==> src/hdl/prq_pkg.sv <==
// Shared types and constants for the priority ready queue.
// No dependencies; used by prq_cell, prq_chain and priority_ready_queue.
`default_nettype none

package prq_pkg;

    // pool size; one cell per slot in each queue's row
    localparam int SLOTS  = 32;
    localparam int SLOT_W = 5;
    localparam int PRIO_W = 8;

    typedef enum logic [1:0] {
        ACT_INS_PRIO   = 2'd0,
        ACT_INS_TAIL   = 2'd1,
        ACT_REMOVE     = 2'd2,
        ACT_BAD_METHOD = 2'd3
    } prq_action_t;

    typedef enum logic [2:0] {
        STAT_INS_EMPTY  = 3'd0,
        STAT_INSERTED   = 3'd1,
        STAT_REMOVED    = 3'd2,
        STAT_BAD_METHOD = 3'd3,
        STAT_BAD_SLOT   = 3'd4
    } prq_status_t;

    typedef enum logic [1:0] {
        QM_NONE  = 2'd0,
        QM_READY = 2'd1,
        QM_INIT  = 2'd2
    } prq_member_t;

    typedef enum logic [1:0] {
        CELL_HOLD,
        CELL_LOAD_NEW,
        CELL_FROM_PREV,
        CELL_FROM_NEXT
    } prq_cell_op_t;

    typedef struct packed {
        logic                     valid;
        logic [SLOT_W-1:0]        slot;
        logic signed [PRIO_W-1:0] prio;
    } prq_entry_t;

    localparam prq_entry_t EMPTY_ENTRY = '0;

    // command from the sequencer to one row of cells
    typedef struct packed {
        logic        eval;
        logic        apply;
        prq_action_t act;
        prq_entry_t  key;
    } prq_chain_cmd_t;

endpackage

`default_nettype wire

==> src/hdl/priority_ready_queue.sv <==
// Priority ready queue: two rows of cells (ready and init, each filled by
// priority or at the tail as the action asks) plus slot membership flags and
// the sequencer. Uses prq_pkg, prq_chain. Each transfer steps through the
// accepting cycle, evaluation of all cells of the row against the key, the
// row shift, and the result load. The next transfer is taken as soon as the
// result is registered, even while that result still waits on m_axis_tready;
// the result of that next transfer then waits until the earlier one has gone.
`default_nettype none

module priority_ready_queue (
    input  wire         aclk,
    input  wire         aresetn,
    input  wire         s_axis_tvalid,
    output logic        s_axis_tready,
    input  wire  [15:0] s_axis_tdata,  // action[1:0], slot[6:2], priority_req[14:7], zero
    input  wire  [1:0]  s_axis_tuser,  // queue_sel[0], slot_present[1]
    output logic        m_axis_tvalid,
    input  wire         m_axis_tready,
    output logic [15:0] m_axis_tdata   // status[2:0], head_slot[7:3], head_valid[8], zero
);

    typedef enum logic [1:0] {
        S_IDLE,
        S_EVAL,
        S_APPLY,
        S_RESULT
    } state_t;

    state_t                             state_reg, state_next;
    prq_pkg::prq_action_t               act_reg, act_next;
    logic                               sel_reg, sel_next;
    logic [prq_pkg::SLOT_W-1:0]         slot_reg, slot_next;
    logic                               present_reg, present_next;
    logic signed [prq_pkg::PRIO_W-1:0]  prio_reg, prio_next;
    prq_pkg::prq_status_t               status_reg, status_next;
    logic                               chg_en_reg, chg_en_next;
    logic                               chg_q_reg, chg_q_next;
    logic                               m_valid_reg, m_valid_next;
    logic [15:0]                        m_data_reg, m_data_next;

    prq_pkg::prq_member_t slot_queue_reg [prq_pkg::SLOTS];
    prq_pkg::prq_member_t sq_cur;

    prq_pkg::prq_chain_cmd_t cmd_ready, cmd_init;
    prq_pkg::prq_entry_t     head_ready, head_init, head_sel;
    prq_pkg::prq_entry_t     key;

    logic s_xfer;

    assign s_axis_tready = (state_reg == S_IDLE);
    assign s_xfer        = s_axis_tvalid && s_axis_tready;
    assign m_axis_tvalid = m_valid_reg;
    assign m_axis_tdata  = m_data_reg;

    assign sq_cur   = slot_queue_reg[slot_reg];
    assign head_sel = sel_reg ? head_init : head_ready;

    assign key.valid = 1'b1;
    assign key.slot  = slot_reg;
    assign key.prio  = prio_reg;

    always_comb begin
        cmd_ready.eval  = (state_reg == S_EVAL);
        cmd_ready.apply = (state_reg == S_APPLY) && chg_en_reg && !chg_q_reg;
        cmd_ready.act   = act_reg;
        cmd_ready.key   = key;
        cmd_init.eval   = (state_reg == S_EVAL);
        cmd_init.apply  = (state_reg == S_APPLY) && chg_en_reg && chg_q_reg;
        cmd_init.act    = act_reg;
        cmd_init.key    = key;
    end

    prq_chain u_ready (
        .aclk    (aclk),
        .aresetn (aresetn),
        .cmd     (cmd_ready),
        .head    (head_ready)
    );

    prq_chain u_init (
        .aclk    (aclk),
        .aresetn (aresetn),
        .cmd     (cmd_init),
        .head    (head_init)
    );

    always_comb begin
        state_next   = state_reg;
        act_next     = act_reg;
        sel_next     = sel_reg;
        slot_next    = slot_reg;
        present_next = present_reg;
        prio_next    = prio_reg;
        status_next  = status_reg;
        chg_en_next  = chg_en_reg;
        chg_q_next   = chg_q_reg;
        m_valid_next = m_valid_reg && !m_axis_tready;
        m_data_next  = m_data_reg;

        case (state_reg)
            S_IDLE: begin
                if (s_xfer) begin
                    act_next     = prq_pkg::prq_action_t'(s_axis_tdata[1:0]);
                    slot_next    = s_axis_tdata[6:2];
                    prio_next    = s_axis_tdata[14:7];
                    sel_next     = s_axis_tuser[0];
                    present_next = s_axis_tuser[1];
                    state_next   = S_EVAL;
                end
            end
            S_EVAL: begin
                chg_en_next = 1'b0;
                chg_q_next  = sel_reg;
                if (!present_reg) begin
                    status_next = prq_pkg::STAT_BAD_SLOT;
                end else if (act_reg == prq_pkg::ACT_BAD_METHOD) begin
                    status_next = prq_pkg::STAT_BAD_METHOD;
                end else if (act_reg == prq_pkg::ACT_REMOVE) begin
                    // removal acts on the queue holding the slot, not on queue_sel
                    if (sq_cur == prq_pkg::QM_READY || sq_cur == prq_pkg::QM_INIT) begin
                        status_next = prq_pkg::STAT_REMOVED;
                        chg_en_next = 1'b1;
                        chg_q_next  = (sq_cur == prq_pkg::QM_INIT);
                    end else begin
                        status_next = prq_pkg::STAT_BAD_SLOT;
                    end
                end else if (sq_cur != prq_pkg::QM_NONE) begin
                    status_next = prq_pkg::STAT_BAD_SLOT;
                end else begin
                    status_next = head_sel.valid ? prq_pkg::STAT_INSERTED
                                                 : prq_pkg::STAT_INS_EMPTY;
                    chg_en_next = 1'b1;
                end
                state_next = S_APPLY;
            end
            S_APPLY: begin
                state_next = S_RESULT;
            end
            S_RESULT: begin
                if (!m_valid_reg || m_axis_tready) begin
                    m_valid_next = 1'b1;
                    m_data_next  = {7'd0, head_sel.valid,
                                    head_sel.valid ? head_sel.slot : {prq_pkg::SLOT_W{1'b0}},
                                    status_reg};
                    state_next   = S_IDLE;
                end
            end
            default: state_next = S_IDLE;
        endcase
    end

    always_ff @(posedge aclk) begin
        if (!aresetn) begin
            state_reg   <= S_IDLE;
            m_valid_reg <= 1'b0;
            chg_en_reg  <= 1'b0;
        end else begin
            state_reg   <= state_next;
            m_valid_reg <= m_valid_next;
            chg_en_reg  <= chg_en_next;
        end
        act_reg     <= act_next;
        sel_reg     <= sel_next;
        slot_reg    <= slot_next;
        present_reg <= present_next;
        prio_reg    <= prio_next;
        status_reg  <= status_next;
        chg_q_reg   <= chg_q_next;
        m_data_reg  <= m_data_next;
    end

    // membership flags, updated with the row shift
    always_ff @(posedge aclk) begin
        if (!aresetn) begin
            for (int i = 0; i < prq_pkg::SLOTS; i++) begin
                slot_queue_reg[i] <= prq_pkg::QM_NONE;
            end
        end else if (state_reg == S_APPLY && chg_en_reg) begin
            if (act_reg == prq_pkg::ACT_REMOVE) begin
                slot_queue_reg[slot_reg] <= prq_pkg::QM_NONE;
            end else begin
                slot_queue_reg[slot_reg] <= chg_q_reg ? prq_pkg::QM_INIT : prq_pkg::QM_READY;
            end
        end
    end

    a_seq_timing: assert property (@(posedge aclk) disable iff (!aresetn)
        s_xfer |=> (state_reg == S_EVAL) ##1 (state_reg == S_APPLY) ##1 (state_reg == S_RESULT))
        else $error("sequencer left its fixed step order");

    a_insert_head: assert property (@(posedge aclk) disable iff (!aresetn)
        (state_reg == S_APPLY && chg_en_reg && act_reg != prq_pkg::ACT_REMOVE &&
         chg_q_reg == sel_reg) |=> head_sel.valid)
        else $error("selected queue empty after an insert into it");

    a_no_change: assert property (@(posedge aclk) disable iff (!aresetn)
        (state_reg == S_APPLY && !chg_en_reg) |=> ($stable(head_ready) && $stable(head_init)))
        else $error("queue head moved on a rejected transfer");

    a_remove_clears: assert property (@(posedge aclk) disable iff (!aresetn)
        (state_reg == S_APPLY && chg_en_reg && act_reg == prq_pkg::ACT_REMOVE)
        |=> (slot_queue_reg[slot_reg] == prq_pkg::QM_NONE))
        else $error("removed slot still marked as queued");

endmodule

`default_nettype wire

==> src/hdl/prq_cell.sv <==
// One cell of a queue row: holds one entry, flags itself against the key,
// and takes the new entry or a neighbour's entry on command. Uses prq_pkg.
`default_nettype none

module prq_cell (
    input  wire                    aclk,
    input  wire                    aresetn,
    input  prq_pkg::prq_cell_op_t  op,
    input  prq_pkg::prq_action_t   act,
    input  prq_pkg::prq_entry_t    key,
    input  prq_pkg::prq_entry_t    prev_entry,
    input  prq_pkg::prq_entry_t    next_entry,
    output prq_pkg::prq_entry_t    entry,
    output logic                   flag
);

    logic                              valid_reg, valid_next;
    logic [prq_pkg::SLOT_W-1:0]        slot_reg, slot_next;
    logic signed [prq_pkg::PRIO_W-1:0] prio_reg, prio_next;

    always_comb begin
        case (act)
            // new entry goes in front of the first lower priority or free cell
            prq_pkg::ACT_INS_PRIO: flag = !valid_reg || (prio_reg < key.prio);
            prq_pkg::ACT_INS_TAIL: flag = !valid_reg;
            prq_pkg::ACT_REMOVE:   flag = valid_reg && (slot_reg == key.slot);
            default:               flag = 1'b0;
        endcase
    end

    always_comb begin
        valid_next = valid_reg;
        slot_next  = slot_reg;
        prio_next  = prio_reg;
        case (op)
            prq_pkg::CELL_LOAD_NEW: begin
                valid_next = 1'b1;
                slot_next  = key.slot;
                prio_next  = key.prio;
            end
            prq_pkg::CELL_FROM_PREV: begin
                valid_next = prev_entry.valid;
                slot_next  = prev_entry.slot;
                prio_next  = prev_entry.prio;
            end
            prq_pkg::CELL_FROM_NEXT: begin
                valid_next = next_entry.valid;
                slot_next  = next_entry.slot;
                prio_next  = next_entry.prio;
            end
            default: ;
        endcase
    end

    always_ff @(posedge aclk) begin
        if (!aresetn) begin
            valid_reg <= 1'b0;
        end else begin
            valid_reg <= valid_next;
        end
        slot_reg <= slot_next;
        prio_reg <= prio_next;
    end

    assign entry.valid = valid_reg;
    assign entry.slot  = slot_reg;
    assign entry.prio  = prio_reg;

endmodule

`default_nettype wire

==> src/hdl/prq_chain.sv <==
// One queue as a row of prq_cell, head in cell 0. Registers the cell flags,
// then finds the first flagged cell and shifts the row. Uses prq_pkg, prq_cell.
`default_nettype none

module prq_chain (
    input  wire                     aclk,
    input  wire                     aresetn,
    input  prq_pkg::prq_chain_cmd_t cmd,
    output prq_pkg::prq_entry_t     head
);

    prq_pkg::prq_entry_t   cell_entry [prq_pkg::SLOTS];
    prq_pkg::prq_cell_op_t cell_op    [prq_pkg::SLOTS];
    logic [prq_pkg::SLOTS-1:0] flags;
    logic [prq_pkg::SLOTS-1:0] cond_reg, cond_next;
    logic [prq_pkg::SLOTS-1:0] pos_oh;
    logic [prq_pkg::SLOTS-1:0] at_or_after;

    localparam logic [prq_pkg::SLOTS-1:0] ONE_V = {{(prq_pkg::SLOTS-1){1'b0}}, 1'b1};

    for (genvar i = 0; i < prq_pkg::SLOTS; i++) begin : g_cell
        prq_pkg::prq_entry_t prev_e;
        prq_pkg::prq_entry_t next_e;

        if (i == 0) begin : g_first
            assign prev_e = prq_pkg::EMPTY_ENTRY;
        end else begin : g_mid_prev
            assign prev_e = cell_entry[i-1];
        end

        if (i == prq_pkg::SLOTS - 1) begin : g_last
            assign next_e = prq_pkg::EMPTY_ENTRY;
        end else begin : g_mid_next
            assign next_e = cell_entry[i+1];
        end

        prq_cell u_cell (
            .aclk       (aclk),
            .aresetn    (aresetn),
            .op         (cell_op[i]),
            .act        (cmd.act),
            .key        (cmd.key),
            .prev_entry (prev_e),
            .next_entry (next_e),
            .entry      (cell_entry[i]),
            .flag       (flags[i])
        );
    end

    // lowest set flag, and the mask of cells from it to the tail
    assign pos_oh      = cond_reg & (~cond_reg + ONE_V);
    assign at_or_after = ~(pos_oh - ONE_V);

    always_comb begin
        for (int i = 0; i < prq_pkg::SLOTS; i++) begin
            cell_op[i] = prq_pkg::CELL_HOLD;
            if (cmd.apply) begin
                if (cmd.act == prq_pkg::ACT_REMOVE) begin
                    if (at_or_after[i]) cell_op[i] = prq_pkg::CELL_FROM_NEXT;
                end else if (pos_oh[i]) begin
                    cell_op[i] = prq_pkg::CELL_LOAD_NEW;
                end else if (at_or_after[i]) begin
                    cell_op[i] = prq_pkg::CELL_FROM_PREV;
                end
            end
        end
    end

    assign cond_next = cmd.eval ? flags : cond_reg;

    always_ff @(posedge aclk) begin
        if (!aresetn) begin
            cond_reg <= '0;
        end else begin
            cond_reg <= cond_next;
        end
    end

    assign head = cell_entry[0];

endmodule

`default_nettype wire
==> config.mk <==
export PLATFORM = sky130hd
export DESIGN_NAME = priority_ready_queue
export DESIGN_NICKNAME = d
export VERILOG_FILES = /design/src/hdl/prq_pkg.sv /design/src/hdl/priority_ready_queue.sv /design/src/hdl/prq_cell.sv /design/src/hdl/prq_chain.sv
export SDC_FILE = /design/constraint.sdc
export NUM_CORES = 2
export LEC_CHECK = 0
export BUFFER_PORTS_ARGS = -buffer_cell sky130_fd_sc_hd__buf_2
export CORE_MARGIN = 3
export CORE_UTILIZATION = 59
export CTS_CLUSTER_DIAMETER = 200
export DETAILED_ROUTE_END_ITERATION = 8
export GPL_TIMING_DRIVEN = 0
export PLACE_DENSITY = 0.76
export SETUP_SLACK_MARGIN = 0.1
export SLEW_MARGIN = 5
export SYNTH_ARGS = -nofsm -noshare
export SYNTH_HDL_FRONTEND = slang
export SYNTH_SLANG_ARGS = --single-unit
==> constraint.sdc <==
create_clock -name aclk -period 4.37 [get_ports aclk]
set_input_delay 0.6555 -clock aclk [delete_from_list [all_inputs] [get_ports aclk]]
set_output_delay 0.6555 -clock aclk [all_outputs]
set_load 0.01 [all_outputs]
* Word-level counts from Yosys, hierarchy flattened
Memory sizes are Yosys's and may differ from the RTL's. A register that Yosys moved wholly into a read port is not among the register bits.
Cells that the tools add are included.
** Storage, ports and cells
- Bits of input ports :: 22
- RAM bits :: 64
- Memories kept :: 1
- Bits in registers :: 994
- Output and inout bits :: 18
** Memories
- slot_queue_reg :: depth 32, bits a word 2, rd ports 1, clocked after Yosys merged registers in 1, write ports 32, line priority_ready_queue.sv:41 : prq_pkg::prq_member_t slot_queue_reg [prq_pkg::SLOTS];
** Cells by class
- Bitwise operators :: 7
- Equal/unequal tests :: 266
- Multiplexer cells :: 611
- Magnitude comparators :: 64
- Add/sub/neg operators :: 4
- Reduce and logical (&&, ||, !) cells :: 273
** Operators with widths (number)
- $pmux 8 s3 :: 64
- $pmux 5 s3 :: 64
- $mux 2 :: 325
- $lt 8x8->1 :: 64
- $pmux 1 s3 :: 128
- $eq 5x5->1 :: 64
- $eq 2x2->1 const B :: 133
- $reduce_bool 3->1 :: 64
- $eq 2x1->1 const B :: 67
- $not 32->32 :: 4
- $logic_and 1x1->1 :: 69
- $logic_not 1->1 :: 67
- $logic_or 1x1->1 :: 66
- $add 32x1->32 const B :: 2
- $and 32x32->32 :: 2
- $sub 32x1->32 const B :: 2
- $mux 1 :: 22
- $mux 14 :: 1
- $mux 3 :: 4
- $mux 5 :: 2
- $pmux 2 s4 :: 1
- $reduce_and 2->1 :: 3
- $logic_not 2->1 :: 2
- $ne 2x1->1 const B :: 1
- 4 further kinds :: 4

* Logic depth before layout (Yosys ltp)
- Depth after elaboration :: 11
- Mapped depth :: 16
- Mapped depth without buffers :: 14

* Modules after synthesis
A second synthesis with hierarchy kept.
** Unflattened totals
- Cell total of the unflattened synthesis :: 7640
- Area, all modules :: 75970.4 um^2
** Modules (own cells, without submodules)
- prq_cell :: instances 64, sequential area each 410.4 um^2, area an instance 1009.7 um^2, cells an instance 100
- prq_chain :: instances 2, sequential area each 640.6 um^2, area an instance 3149.3 um^2, cells an instance 414
- priority_ready_queue :: instances 1, sequential area each 3002.9 um^2, area an instance 5049.8 um^2, cells an instance 412

* Least setup slack after synthesis
Ideal clock, no wire load.
- Path type :: register to register
- Start point :: reg u_ready.cond_reg[10] (netlist bit)
- End point :: reg u_ready.g_cell[23].u_cell.valid_reg
- Path buffers :: 1
- Setup slack :: 0.250 ns
- Stages on the path, launching flop included :: 10
- Arrival time :: 4.057 ns
- Required time :: 4.307 ns
- Cells stage by stage :: dfxtp_1 buf_2 nor4_1 nand2_1 or3_1 or3_1 or3_1 ha_1 a221oi_1 o221a_2
** Between the ends
- Longest elaborated chain between the ends :: 11
- Elaborated cells on any way between the ends :: 15
- Classes of those cells :: add/sub: 2; eq/ne: 3; mux: 6; bitwise: 3; reduce/logical: 1
** Ends and longest elaborated chain
- from (decl) :: line prq_chain.sv:15 : logic [prq_pkg::SLOTS-1:0] cond_reg, cond_next;
- from (signal assigned) :: line prq_chain.sv:75 : cond_reg <= cond_next;
- $not 32->32 :: line prq_chain.sv:51 : assign pos_oh = cond_reg & (~cond_reg + ONE_V);
- $add 32x1->32 :: line prq_chain.sv:51
- $and 32x32->32 * :: line prq_chain.sv:51
- $sub 32x1->32 :: line prq_chain.sv:52 : assign at_or_after = ~(pos_oh - ONE_V);
- $not 32->32 :: line prq_chain.sv:52
- $mux 2 :: line prq_chain.sv:62 : end else if (at_or_after[i]) begin
- $mux 2 :: line prq_chain.sv:60 : end else if (pos_oh[i]) begin
- $mux 2 * :: line prq_chain.sv:58 : if (cmd.act == prq_pkg::ACT_REMOVE) begin
- $mux 2 * :: line prq_chain.sv:57 : if (cmd.apply) begin
- $eq 2x2->1 or $eq 2x1->1 (tied branches) :: line prq_cell.sv:35 : case (op)
- $pmux 1 s3 or $reduce_bool 3->1 (tied branches)
- to (signal assigned) :: line prq_cell.sv:59 : valid_reg <= valid_next;
- to (decl) :: line prq_cell.sv:17 : logic valid_reg, valid_next;
Mark *: on every way between the ends. The rest lies on a longest branch, timed or not.
A chain may end at the register's enable or synchronous reset.

* Worst setup path after layout
- Start point :: reg slot_reg[4] (netlist bit)
- End point :: reg u_init.cond_reg[5] (netlist bit)
** Between the ends
- Longest elaborated chain between the ends :: 3
** Ends and longest elaborated chain
- from (decl) :: line priority_ready_queue.sv:32 : logic [prq_pkg::SLOT_W-1:0] slot_reg, slot_next;
- from (signal assigned) :: line priority_ready_queue.sv:164 : slot_reg <= slot_next;
- $eq 5x5->1 :: line prq_cell.sv:26 : prq_pkg::ACT_REMOVE: flag = valid_reg && (slot_reg == key.slot);
- $logic_and 1x1->1 :: line prq_cell.sv:26
- $pmux 1 s3 :: line prq_cell.sv:22 : case (act)
- to (signal assigned) :: line prq_chain.sv:75
- to (decl) :: line prq_chain.sv:15
Every way passes these cells.

==> results.yml <==
die:
  die_w_um: 349
  io_pins: 40
  std_cell_rows: 125
  start_util: 0.595
  die_h_um: 349
  die_area_um2: 122000
  core_area_um2: 117000
power_and_ir_drop:
  power_frac_comb: 0.448
  power.total_mw: 41.4
  swShare: 0.421
  netSwitchingPower_mw: 17.4
  power_frac_seq: 0.299
  p_int_mw: 24.0
  pwr-share-clk: 0.253
  p_leak_nw: 31.7
  vdd_drop_max_mv: 0.408
  powerDensity_nw_per_um2: 537
timing:
  hold_viol: 0
  final_max_slew_viol_count: 33
  tightest_slew_ns: 1.60
  setup_viol: 10
  finalCritPeriodShare: 1.02
  fin_crit_ns: 4.47
  fmax_mhz: 224
  relSlewSlack: -0.0665
  timing.final.ws_setup_ns: -0.0972
  grt_setup_unrepaired: "true"
  skew_ns: 0.0405
  setup_tns_ns: -0.419
synthesis:
  synthCells: 6890
  synth_compound_area_frac: 0.152
  synth_top_family_by_area: "compound AO/OA/AOI/OAI gates"
  netlist-cell-type-count: 79
  synth_edf_count: 926
  yosys_most_used_dff: "edfxtp_1"
  seq_area_frac_synth: 0.440
  synth_adder_area_share: 0.0927
  yosys.area.top_type: "edfxtp_1"
  ys_ff_latch: 1063
  synthArstFlopShare: 0
  syn_area_um2: 69400
  avgSynthCellArea_um2: 10.1
  yosysWarnings: 0
  synth_area_leaders: "edfxtp_1 (40%), mux2i_1 (9.6%), ha_1 (9.3%), o21ai_0 (5.9%), nand2_1 (5.0%)"
  synthMuxAreaShare: 0.111
  synth-xor-area-share: 0.0404
  yosysTopAreaCellShare: 0.401
  synthSimpleGateAreaFrac: 0.126
setup_path:
  cp-start-kind: "flop"
  path_max_fanout: 10
  crit_type: "reg2reg"
  crit_required_ns: 5.04
  worstSetupEndpointType: "flop"
  cp.arrival_ns: 5.14
finish:
  layout_common_cells: "edfxtp_1 (926), nand2_1 (915), o21ai_0 (820), mux2i_1 (665), ha_1 (514)"
  final_area_um2: 77000
  n_fill_cell: 9105
  final_common_cell: "edfxtp_1"
  fin_nets: 7646
  final_layout_size_suffix_gt1_frac: 0.0912
  syn_to_final_growth_pct: 11.0
grt:
  antenna_found_initial: 12
  grt_pass1_wl_um: 399000
  grt-ovfl-total: 0
  grt_max_degree: 44
  grtUsageTotal: 0.446
  grt_pass1_vias: 58100
drt:
  vias_per_cell: 7.13
  drt-pass1-iter-count: 9
  ant_nets: 0
  wl_per_cell_um: 31.9
  routed_wl_um: 279000
  drtIter0Drc: 11100
  drcViolationCount: 0
  via_count: 62400
clock_network:
  clock-sinks: 1063
  clkTransAtPathRegs_ns: 0.07
  worstSkewPairLatency_ns: 0.76
  ctsHoldBuffers: 0
  cts_buffers: 118
  cts_buffer_depth: 3
  htreeDepth: 3
  cts_root_buf: "clkbuf_16"
  cts_tree: "yes"
place:
  place_ws_ns: -0.868
  io_buffers: 30
  gp_congestion: 1.05
  placedInstanceArea_um2: 72500
  dp_hpwl_um: 206000
worst_hold_path:
  hp-class: "in2reg"
outcome:
  outcome: "finished, violations left"
  violations: "max-capacitance violations, max-slew violations, negative setup slack"
flow_run:
  cap_violations: 3
==> critical path, cell delays in order, from the launching register on <==
cell and delay (ns):
edfxtp_1 0.32, clkbuf_1 0.41, clkdlybuf4s15_1 1.14, buf_2 0.76
buf_2 0.81, xor2_1 0.14, nor4_1 0.45, nand4_1 0.15
a31oi_1 0.20
==> power by group through the flow <==
| stage | Sequential (mW) | Combinational, mW | Clock [mW] |
|---|---|---|---|
| 2_1_floorplan | 12.3 | 11.0 | 0 |
| 3_3_place_gp | 12.5 | 16.1 | 0 |
| 3_5_place_dp | 12.5 | 17.1 | 0 |
| 4_1_cts | 12.3 | 17.4 | 10.4 |
| 5_1_grt | 12.4 | 19.4 | 10.7 |
| 6_report | 12.4 | 18.5 | 10.5 |
==> metrics by stage <==
stage	instances	hold slack, ns	utilization
6_report	8754	0.0642	0.661
5_1_grt	8739	0.0783	0.661
4_1_cts	8734	0.0501	0.659
3_5_place_dp	8510	0.473	0.622
3_3_place_gp	8450	0.474	0.613
2_1_floorplan	6896	0.400	-
==> logic make-up (layout without fill, tap and decap cells) <==
| logic type | count (synthesis) | after routing |
|---|---|---|
| AO/OA/AOI/OAI | 1687 | 1687 |
| AND/OR/NAND/NOR | 1889 | 1889 |
| multiplexers | 735 | 735 |
| XOR/XNOR | 320 | 320 |
| flip-flops | 1063 | 1063 |
| adder cells (fa/ha/maj) | 514 | 514 |
| buffers and inverters | 681 | 1000 |
| other | 1 | 22 |
==> cells in the mapped netlist (all sizes together) (7+ instances only) <==
cell and instances:
and2 11, nor4b 22, nor2b 36, nand2 921, a21o 129, a31oi 34
a211oi 40, or2 13, buf 167, a21oi 228, dfxtp 137, or3 29
nand4b 23, mux2i 667, a311oi 24, o21ai 836, clkbuf 351, and3 15
nand2b 70, nor3b 19, xnor2 168, nor4 61, nand4 77, xor2 152
inv 163, a21boi 7, a41o 22, a211o 32, a222oi 71, a22oi 27
nor2 298, a221oi 32, mux4 20, edfxtp 926, o31a 13, a41oi 19
nand3 110, nor3 161, a22o 40, mux2 48, ha 514, o221a 29
o22ai 40, o2111ai 32
==> metal layers <==
layer  up-vias  part of all wire  track usage
met5         -           0.00074     0.000400
li1      26300                 -            -
met1     29600              0.36        0.581
met4        12             0.081        0.303
met2      5416              0.39        0.608
met3      1063              0.16        0.174
==> cell type report <==
type | instances | area [µm²] | share of cell area
Antenna cell | 15 | 37.5 | 0.000487
Clock buffer | 162 | 3260 | 0.0423
Sequential cell | 1063 | 30500 | 0.397
Tap cell | 1524 | 1910 | 0.0248
Buffer | 511 | 2250 | 0.0292
Timing Repair Buffer | 101 | 998 | 0.0130
Clock inverter | 63 | 692 | 0.00898
Multi-Input combinational cell | 5152 | 36700 | 0.476
Inverter | 163 | 629 | 0.00817
==> worst paths after layout <==
| kind | startpoint | slack [ns] | endpoint | cells past startpoint |
|---|---|---|---|---|
| worst min register to register | u_init.cond_reg[28]$_SDFFE_PN0N_ | 0.49 | u_init.cond_reg[28]$_SDFFE_PN0N_ | 2 |
| worst min-delay path | s_axis_tdata[1] | 0.06 | act_reg[1]$_DFFE_PP_ | 1 |
| worst max-delay path | slot_reg[4]$_DFFE_PP_ | -0.1 | u_init.cond_reg[5]$_SDFFE_PN0N_ | 8 |
| worst max register to register | slot_reg[4]$_DFFE_PP_ | -0.1 | u_init.cond_reg[5]$_SDFFE_PN0N_ | 8 |
==> repair_timing <==
item | 4_1_cts | 5_1_grt
pin swaps | 3 | 1
endpoints found under the setup margin | 1108 | 689
resized for setup | 73 | 63
gates cloned | 0 | 0
hold endpoints to repair | 0 | 0
setup buffers | 3 | 8
(Power assumes the default switching activity.)
